===== src/hdl/utf8ls_pkg.sv =====
`timescale 1ns / 1ps
// ----------------------------------------------------------------------------
// utf8ls_pkg: shared definitions of the UTF-8 lossy sanitizer
// Byte class masks, result queue sizing and the queued result type.
// ----------------------------------------------------------------------------
package utf8ls_pkg;

	localparam logic [7:0] ASCII_LIMIT = 8'h80;
	localparam logic [7:0] MASK_LEAD2  = 8'hE0;
	localparam logic [7:0] CODE_LEAD2  = 8'hC0;
	localparam logic [7:0] MASK_LEAD3  = 8'hF0;
	localparam logic [7:0] CODE_LEAD3  = 8'hE0;
	localparam logic [7:0] MASK_LEAD4  = 8'hF8;
	localparam logic [7:0] CODE_LEAD4  = 8'hF0;
	localparam logic [1:0] CONT_TAG    = 2'b10;

	localparam logic [6:0] REPL_RESET  = 7'd63;

	// most results one byte can cause, and the depth of the result queue
	localparam int MAX_RES = 4;
	localparam int QDEPTH  = 8;
	localparam int CNT_W   = $clog2(QDEPTH + 1);

	typedef struct packed {
		logic [7:0] out_byte;
		logic       run_last;
		logic       string_done;
	} res_t;

endpackage


===== src/hdl/utf8_lossy_sanitizer_core.sv =====
`timescale 1ns / 1ps
// ----------------------------------------------------------------------------
// utf8_lossy_sanitizer_core: streaming UTF-8 check with byte replacement
// Buffers open multi-byte sequences, passes complete ones through and
// replaces broken, stray or truncated bytes by the replacement byte.
// ----------------------------------------------------------------------------
// Throughput: one input byte per cycle while the result queue has room for
// four more results; results leave one per cycle while out_stall is low, and
// the several results of one byte are absorbed by the eight-entry result queue.
// Reset: arst_n clears the sequence state and empties the queue; the
// replacement byte returns to '?'. Buffered sequence bytes are not cleared.
module utf8_lossy_sanitizer_core (
	input  logic       clk,
	input  logic       arst_n,
	input  logic       wr_en,
	input  logic [6:0] wr_data,
	input  logic       in_valid,
	output logic       in_stall,
	input  logic [7:0] data_byte,
	input  logic       end_of_string,
	output logic       out_valid,
	input  logic       out_stall,
	output logic [7:0] out_byte,
	output logic       run_last,
	output logic       string_done
);

	localparam int QD = utf8ls_pkg::QDEPTH;
	localparam int CW = utf8ls_pkg::CNT_W;

	logic [6:0] repl_q;
	logic [7:0] pend_q [0:2];
	logic [1:0] pcnt_q;
	logic [2:0] slen_q;

	utf8ls_pkg::res_t q_q    [0:QD-1];
	utf8ls_pkg::res_t q_next [0:QD-1];
	utf8ls_pkg::res_t shft   [0:QD-1];
	logic [CW-1:0]    cnt_q;

	logic       in_acc, pop;
	logic [7:0] rep;
	logic       open_seq, is_cont, complete;
	logic [7:0] emit [0:3];
	logic [2:0] n_emit;
	logic [1:0] pcnt_d;
	logic [2:0] slen_d;
	logic       pend_wr;
	logic [1:0] pend_idx;
	logic [1:0] k_rep;
	logic [7:0] fbyte;
	logic       has_f;
	logic [2:0] flen;
	logic [1:0] fpcnt;
	logic [2:0] fslen;
	logic       fwr;
	logic [CW-1:0] cnt_ap;
	logic [CW:0]   cnt_end;
	logic [CW-1:0] slot;

	assign rep       = {1'b0, repl_q};
	assign in_stall  = cnt_q > CW'(QD - utf8ls_pkg::MAX_RES);
	assign in_acc    = in_valid && !in_stall;
	assign out_valid = cnt_q != '0;
	assign pop       = out_valid && !out_stall;
	assign out_byte    = q_q[0].out_byte;
	assign run_last    = q_q[0].run_last;
	assign string_done = q_q[0].string_done;

	assign open_seq = (slen_q != 3'd0) && (pcnt_q != 2'd0);
	assign is_cont  = data_byte[7:6] == utf8ls_pkg::CONT_TAG;
	assign complete = ({1'b0, pcnt_q} + 3'd1) >= slen_q;

	// classify the byte as if it opened a fresh item
	always_comb begin
		flen  = 3'd0;
		fbyte = data_byte;
		has_f = 1'b1;
		fpcnt = 2'd0;
		fslen = 3'd0;
		fwr   = 1'b0;
		priority if ((data_byte & utf8ls_pkg::MASK_LEAD2) == utf8ls_pkg::CODE_LEAD2) begin
			flen = 3'd2;
		end else if ((data_byte & utf8ls_pkg::MASK_LEAD3) == utf8ls_pkg::CODE_LEAD3) begin
			flen = 3'd3;
		end else if ((data_byte & utf8ls_pkg::MASK_LEAD4) == utf8ls_pkg::CODE_LEAD4) begin
			flen = 3'd4;
		end else begin
			flen = 3'd0;
		end
		if (data_byte >= utf8ls_pkg::ASCII_LIMIT) begin
			if (flen == 3'd0) begin
				fbyte = rep;
			end else begin
				fwr = 1'b1;
				if (end_of_string) begin
					fbyte = rep;
				end else begin
					has_f = 1'b0;
					fpcnt = 2'd1;
					fslen = flen;
				end
			end
		end
	end

	always_comb begin
		for (int j = 0; j < 4; j++) begin
			emit[j] = rep;
		end
		n_emit   = 3'd0;
		pcnt_d   = 2'd0;
		slen_d   = 3'd0;
		pend_wr  = 1'b0;
		pend_idx = 2'd0;
		k_rep    = 2'd0;
		if (open_seq && is_cont && complete) begin
			for (int j = 0; j < 3; j++) begin
				emit[j] = (2'(j) < pcnt_q) ? pend_q[j] : data_byte;
			end
			emit[3] = data_byte;
			n_emit  = {1'b0, pcnt_q} + 3'd1;
		end else if (open_seq && is_cont) begin
			pend_wr  = 1'b1;
			pend_idx = pcnt_q;
			if (end_of_string) begin
				n_emit = {1'b0, pcnt_q} + 3'd1;
			end else begin
				pcnt_d = pcnt_q + 2'd1;
				slen_d = slen_q;
			end
		end else begin
			// flush the broken sequence, then handle the byte as fresh
			k_rep = open_seq ? pcnt_q : 2'd0;
			for (int j = 0; j < 4; j++) begin
				emit[j] = (3'(j) < {1'b0, k_rep}) ? rep : fbyte;
			end
			n_emit   = {1'b0, k_rep} + {2'b00, has_f};
			pcnt_d   = fpcnt;
			slen_d   = fslen;
			pend_wr  = fwr;
			pend_idx = 2'd0;
		end
	end

	// result queue: shift out at the head, append after the survivors
	assign cnt_ap  = cnt_q - CW'(pop);
	assign cnt_end = {1'b0, cnt_ap} + (CW + 1)'(in_acc ? n_emit : 3'd0);

	always_comb begin
		for (int i = 0; i < QD - 1; i++) begin
			shft[i] = pop ? q_q[i+1] : q_q[i];
		end
		shft[QD-1] = q_q[QD-1];
		slot = '0;
		for (int i = 0; i < QD; i++) begin
			q_next[i] = shft[i];
			if ((CW'(i) >= cnt_ap) && ((CW + 1)'(i) < cnt_end)) begin
				slot = CW'(i) - cnt_ap;
				q_next[i].out_byte    = emit[slot[1:0]];
				q_next[i].run_last    = (CW + 1)'(i) == (cnt_end - (CW + 1)'(1));
				q_next[i].string_done = ((CW + 1)'(i) == (cnt_end - (CW + 1)'(1)))
					&& end_of_string;
			end
		end
	end

	always_ff @(posedge clk or negedge arst_n) begin
		if (!arst_n) begin
			repl_q <= utf8ls_pkg::REPL_RESET;
			pcnt_q <= 2'd0;
			slen_q <= 3'd0;
			cnt_q  <= '0;
		end else begin
			if (wr_en) begin
				repl_q <= wr_data;
			end
			if (in_acc) begin
				pcnt_q <= pcnt_d;
				slen_q <= slen_d;
			end
			cnt_q <= cnt_end[CW-1:0];
		end
	end

	always_ff @(posedge clk) begin
		if (in_acc && pend_wr) begin
			pend_q[pend_idx] <= data_byte;
		end
		for (int i = 0; i < QD; i++) begin
			q_q[i] <= q_next[i];
		end
	end

	a_cnt_bound: assert property (@(posedge clk) disable iff (!arst_n)
		cnt_q <= CW'(QD))
		else $error("result queue overfilled");

	a_room: assert property (@(posedge clk) disable iff (!arst_n)
		in_acc |-> cnt_q <= CW'(QD - utf8ls_pkg::MAX_RES))
		else $error("request taken without room for its results");

	a_seq_state: assert property (@(posedge clk) disable iff (!arst_n)
		((slen_q == 3'd0) == (pcnt_q == 2'd0)) && ({1'b0, pcnt_q} <= slen_q))
		else $error("sequence length and pending count disagree");

	a_eos_emits: assert property (@(posedge clk) disable iff (!arst_n)
		(in_acc && end_of_string) |=> cnt_q != '0)
		else $error("end of string left no result");

	a_done_last: assert property (@(posedge clk) disable iff (!arst_n)
		(out_valid && string_done) |-> run_last)
		else $error("string end flagged on a result that is not the last");

endmodule

===== config.mk =====
export PLATFORM = sky130hd
export DESIGN_NAME = utf8_lossy_sanitizer_core
export DESIGN_NICKNAME = d
export VERILOG_FILES = /design/src/hdl/utf8ls_pkg.sv /design/src/hdl/utf8_lossy_sanitizer_core.sv
export SDC_FILE = /design/constraint.sdc
export NUM_CORES = 1
export LEC_CHECK = 0
export ABC_AREA = 1
export BUFFER_PORTS_ARGS = -buffer_cell sky130_fd_sc_hd__buf_2
export CORE_MARGIN = 3
export CORE_UTILIZATION = 50
export CTS_CLUSTER_SIZE = 10
export DETAILED_ROUTE_END_ITERATION = 10
export GPL_ROUTABILITY_DRIVEN = 0
export PLACE_DENSITY = 0.67
export REMOVE_ABC_BUFFERS = 1
export SLEW_MARGIN = 20
export SYNTH_ARGS = -nofsm -noshare
export SYNTH_HDL_FRONTEND = slang
export SYNTH_SLANG_ARGS = --single-unit

===== constraint.sdc =====
create_clock -name clk -period 6.2 [get_ports clk]
set_input_delay 0.62 -clock clk [delete_from_list [all_inputs] [get_ports clk]]
set_output_delay 0.62 -clock clk [all_outputs]
set_load 0.005 [all_outputs]

# Word-level counts from Yosys, hierarchy flattened
# Memory sizes are Yosys's and may differ from the RTL's.
# Index checks and enable logic that the tools add are counted.
# op_classes
n_addsub,14
n_mul,0
div,0
n_lt_le_gt_ge,33
eq_ne,12
shift,0
mux,81
bitwise_logic,8
n_reduce_logical,30
# op_table
cell,count
2-to-1 mux 8 bit,25
2-to-1 mux 10 bit,15
binary-select mux 8 bit (select 2 bit),8
2-to-1 mux 32 bit,2
2-to-1 mux 3 bit,13
">= comparator 3 bit, second input constant",8
NOT 2 -> 3 bit,8
logical AND 1 bit,22
"== test 3 x 5 -> 1 bit, first input constant",4
"less-than comparator 3 x 5 -> 1 bit, first input constant",4
">= comparator 3 x 4 -> 1 bit, first input constant",4
2-to-1 mux 2 bit,7
2-to-1 mux 1 bit,11
"== test 2 x 5 -> 1 bit, first input constant",2
"less-than comparator 1 x 5 -> 1 bit, first input constant",2
"less-than comparator 2 x 5 -> 1 bit, first input constant",2
">= comparator 1 x 4 -> 1 bit, first input constant",2
">= comparator 2 x 4 -> 1 bit, first input constant",2
">= comparator 8 bit, second input constant",1
"less-than comparator 1 x 2 -> 1 bit, first input constant",4
"subtractor 1 x 2 -> 2 bit, first input constant",4
"subtractor 2 bit, first input constant",4
adder 4 x 3 -> 5 bit,1
"== test 1 x 5 -> 1 bit, first input constant",1
other kinds (20),22
# totals
reg_bits,16
latchBits,0
ram_bits,104
rom_bits,0
in_bits,21
out_inout_bits,12
n_memories,2
# mem_list
name,depth,word_bits,read_ports,rd_ports_with_merged_regs,wr,line_no,source
q_q,8,10,8,0,8,utf8_lossy_sanitizer_core.sv:36,utf8ls_pkg::res_t q_q [0:QD-1];
pend_q,3,8,3,0,1,utf8_lossy_sanitizer_core.sv:32,logic [7:0] pend_q [0:2];

# Logic depth before layout (Yosys ltp)
# depth
word_depth,16
ltp_mapped,25

# Worst setup path after synthesis
# Ideal clock, no wire load.
# synth_path
path_type,register to register
startpoint,"register, netlist name pcnt_q[1]"
endpoint,"memory q_q[1][0] (netlist bit), enable pin"
setup_time_ps,340
arrival_time_ps,3890
path_slack_ps,1970
stages_incl_launch_ff,24
n_path_buf,3
path_cell_list,dfrtp_1 -> clkbuf_1 -> inv_1 -> ha_1 -> ha_1 -> nand2_1 -> nor2_1 -> nor2_1 -> nand2_1 -> nand2_4 -> buf_2 -> nand3_1 -> nand2_1 -> nor2_1 -> ha_1 -> fa_1 -> nand2_1 -> inv_1 -> nor2_2 -> inv_1 -> o21ai_2 -> nand2_1 -> buf_2 -> nand2_1
# synth_rtl
element,line_no
to (decl),utf8_lossy_sanitizer_core.sv:36

==> reports/results.env <==
R2R_ENDPOINT='q_q[1][1]'
YOSYSTOPAREACELLSHARE=0.423
DR_TOTAL_VIAS=6530
FINALNETCOUNT=967
TIMING.RR.START='pcnt_q[1]'
FINAL_SETUP_VIOLATIONS=0
CTS.SINK_COUNT=120
WL_UM=20400
CLK-INSERTION-DELAY-LATE_NS=0.43
CRITICAL_PATH_PEAK_FANOUT=32
SYNTH-SEQ-AREA-SHARE=0.478
SYN_TO_FINAL_GROWTH_PCT=9.35
POST_CTS_RESIZE_COUNT=0
POST-DP-HPWL_UM=15100
FLOORPLAN.DIE_AREA_UM2=16300
LAYOUT-DRIVE-GT1-SHARE=0.119
CELL_WITH_THE_MOST_INSTANCES_AFTER_SYNTHESIS='sky130_fd_sc_hd__nand2_1'
POWERDENSITY_nW_PER_UM2=651
CTS_TREE='built'
NUM_ROWS=43
SYNTH-SEQ-CELLS=120
FINALWORSTPATHREQUIREDPERIOD_NS=5.35
POWER.SHARE.SWITCHING=0.485
GLOBAL_ROUTE.USAGE.TOTAL=0.264
SYN-INSTANCE-COUNT=918
SYNTH.LIB_CELLS_USED.DISTINCT=43
MIN-DELAY-PATH-CLASS='primary input to async pin'
MAXIMUM_NUMBER_OF_PINS_ON_ONE_NET_BEFORE_GLOBAL_ROUTE_REPAIR=36
DETAIL_ROUTE.FIRST_PASS.ITERATIONS=5
POWER.LEAKAGE_uW=0.00364
COUNT_OF_H_TREE_LEVELS_BUILT_DURING_CTS=4
VDD_DROP_MAX_uV=530
DRV_SLEW=0
SYNTH_TOP_AREA_CELL='sky130_fd_sc_hd__edfxtp_1'
SETUP.WORST_PATH.CLASS='flip-flop to flip-flop'
FIN_SKEW_NS=0.00759
MAX-CLOCK-PATH-BUFFERS=2
CRITICAL_PATH.MAX_STAGE_DELAY_NS=0.68
YS.FLOP_TYPE='sky130_fd_sc_hd__edfxtp_1'
POSTSYNTHAREAPERCELL_UM2=8.04
REG2REGPATHDEPTH=19
CRITICAL_PATH.CELL_CHAIN='ha_1 > ha_1 > nand2_1 > nand2_1 > nor2_1 > nand2_1 > nand2_4 > nand3_1 > nand2_1 > nor2_1 > ha_1 > fa_1 > nand2_1 > inv_1 > nor2_2 > inv_1 > o21ai_2 > nand2_1 > nand2_1'
WL_PER_CELL_UM=18.2
SETUP_TOTAL_NEGATIVE_SLACK_NS=0
POSTSYNTH.ASYNCRESETSHARE=0.133
FINAL_CORE_UTIL=0.571
POWER_FRAC_COMB=0.543
SYNTH_TOP_CELLS_BY_COUNT='377 x sky130_fd_sc_hd__nand2_1, 120 x sky130_fd_sc_hd__nand3_1, 104 x sky130_fd_sc_hd__edfxtp_1, 51 x sky130_fd_sc_hd__inv_1, 44 x sky130_fd_sc_hd__o21ai_0'
CTS_MADE_BUFFERS=17
FIRST_GLOBAL_VIAS=6316
CELLINTERNALPOWER_uW=2710
INITIAL_UTILIZATION=0.522
GRT_SETUP_UNREPAIRED='no'
ANTENNA_CELLS_INSERTED=0
POST-CTS-SETUP-BUFFERS=0
SHARE_SEQ_OF_TOTAL_POWER=0.291
WORST-R2R-SETUP-SLACK_NS=0.85
STATUS='finished clean'
FLOORPLAN.CORE_AREA_UM2=14100
CELL_WITH_THE_MOST_INSTANCES_ON_THE_WORST_PATH='sky130_fd_sc_hd__nand2_1'
MAX_SLEW.WORST_PIN.SLEW_NS=0.758
SYN-CELL-AREA_UM2=7380
CLK_PIN_SLEW_WORST_PATHS_NS=0.06
PORT_BUFFERS=32
DRT_ITER0_MARKERS=847
FINAL_HOLD_VIOL_COUNT=0
MAX_CLOCK_FREQ_MHz=187
CRIT_PATH_END_KIND='flip-flop'
TIMING.FINAL.CRIT_SHARE=0.863
POST-ROUTE-DRC-COUNT=0
CLKPWRFRAC=0.167
GRT_PASS1_WL_UM=32900
VIASPERCELL=5.81
CLOCK_TREE.ROOT_CELL='sky130_fd_sc_hd__clkbuf_16'
DIE-WIDTH_UM=128
REQUIRED_NS=6.27
RELSLEWSLACK=0.493
NUMBER_OF_BUFFERS_INSERTED_BY_HOLD_REPAIR_AT_CTS=0
NUM_IO_PINS=33
SYNTHESIS.YOSYS.WARNINGS=0
SETUP_SLACK_NS=0.848
DP_SLACK_NS=0.968
POWER.NET_SWITCHING_uW=2540
YOSYS-TOP-CELLS-AREA='sky130_fd_sc_hd__edfxtp_1 42%, sky130_fd_sc_hd__nand2_1 19%, sky130_fd_sc_hd__nand3_1 8.1%, sky130_fd_sc_hd__nand4_1 3.5%, sky130_fd_sc_hd__dfrtp_1 3.4%'
GLOBAL_ROUTE.OVERFLOW_TOTAL=0
SYNTH-EDFF-COUNT=104
CRITICAL_PATH.SLOWEST_CELL='sky130_fd_sc_hd__dfrtp_1'
FILLERS=1343
FINAL_ANTENNA_NET_COUNT=0
DIEHEIGHT_UM=128
NUMBER_OF_ANTENNA_VIOLATIONS_AT_THE_FIRST_CHECK_IN_GLOBAL_ROUTING=0
WORST_EP_ARRIVAL_TIME_NS=5.42
FIN_HOLD_WS_NS=0.140
DRV.MAX_CAP_VIOLATION_COUNT=0
CP-START-KIND='flip-flop'
[cells by family after synthesis]
logic type / share of synthesized area
AOI/OAI and AO/OA: 0.0580
and+or+nand+nor: 0.362
buffers and inverters: 0.0666
DFF: 0.478
adders and majority gates: 0.0281
xor gates and xnor gates: 0.00712
[sequential cells by signal (all words and copies together) (netlist names)]
register,flops
cnt_q,4
pcnt_q,2
pend_q,24
q_q,80
repl_q,7
slen_q,3
[cell type report]
class / count / area, um^2 / area share
clock inverters: 13 / 82.6 / 0.0102
well taps: 180 / 225 / 0.0279
clock buffers: 19 / 433 / 0.0536
inverters: 62 / 243 / 0.0301
flip-flops and latches: 120 / 3530 / 0.437
repair buffers: 36 / 190 / 0.0236
multi-input cells: 693 / 3370 / 0.417
[how the worst max path moves through the flow]
stage	startpoint	to	slack [ns]	cells after the start
floorplan	pcnt_q[1]	q_q[1][0]	1.88	19
global placement	pcnt_q[1]	q_q[1][5]	1.19	19
detailed placement	pcnt_q[1]	q_q[1][9]	0.97	19
CTS	pcnt_q[1]	q_q[1][3]	0.95	19
global route	pcnt_q[1]	q_q[1][3]	0.40	19
finish	pcnt_q[1]	q_q[1][1]	0.85	19
[routing by layer]
layer / wire length (um) / part of all wire / up-vias / track usage
met5: 0 / 0 / - / 0
met4: 539 / 0.026 / 0 / 0.0959
met3: 1550 / 0.076 / 50 / 0.0485
met2: 9440 / 0.46 / 282 / 0.416
met1: 8870 / 0.43 / 3067 / 0.366
li1: - / - / 3131 / -
[stage by stage]
step                      instances  area [um^2]  total power [uW]
after floorplan                 875         7130              3430
after global placement         1091         7550              4310
after detailed placement       1091         7550              4340
after CTS                      1123         8070              5230
after global routing           1123         8070              5680
final                          1123         8070              5250
[worst max-delay path: cells and delay by family, from the launching register on]
kind | cells | cell delay, ns
AO/OA/AOI/OAI | 1 | 0.24
adder cells (fa/ha/maj) | 4 | 1.62
buffers and inverters | 2 | 0.28
flip-flops | 1 | 0.68
AND/OR/NAND/NOR | 12 | 2.16
[layout by cell type, fill, tap and decap left out, drive strengths merged, types with 2 or more instances in the layout]
cell type / count
nor3: 3
edfxtp: 104
o21ai: 52
a21oi: 9
dfstp: 6
o211ai: 7
xnor2: 2
dfrtp: 10
clkinv: 8
nand2: 390
nand4: 41
clkbuf: 19
ha: 15
a31oi: 4
buf: 36
inv: 62
nor2: 25
nand3: 127
clkinvlp: 5
and2: 8
[power groups by stage]
stage	combinational (uW)	sequential, uW	clock [uW]
after floorplan	1930	1510	0
after CTS	2820	1530	884
after global placement	2770	1530	0
final	2850	1530	875
after detailed placement	2800	1540	0
after global routing	3210	1550	917
Power figures use the tool's default switching activity.
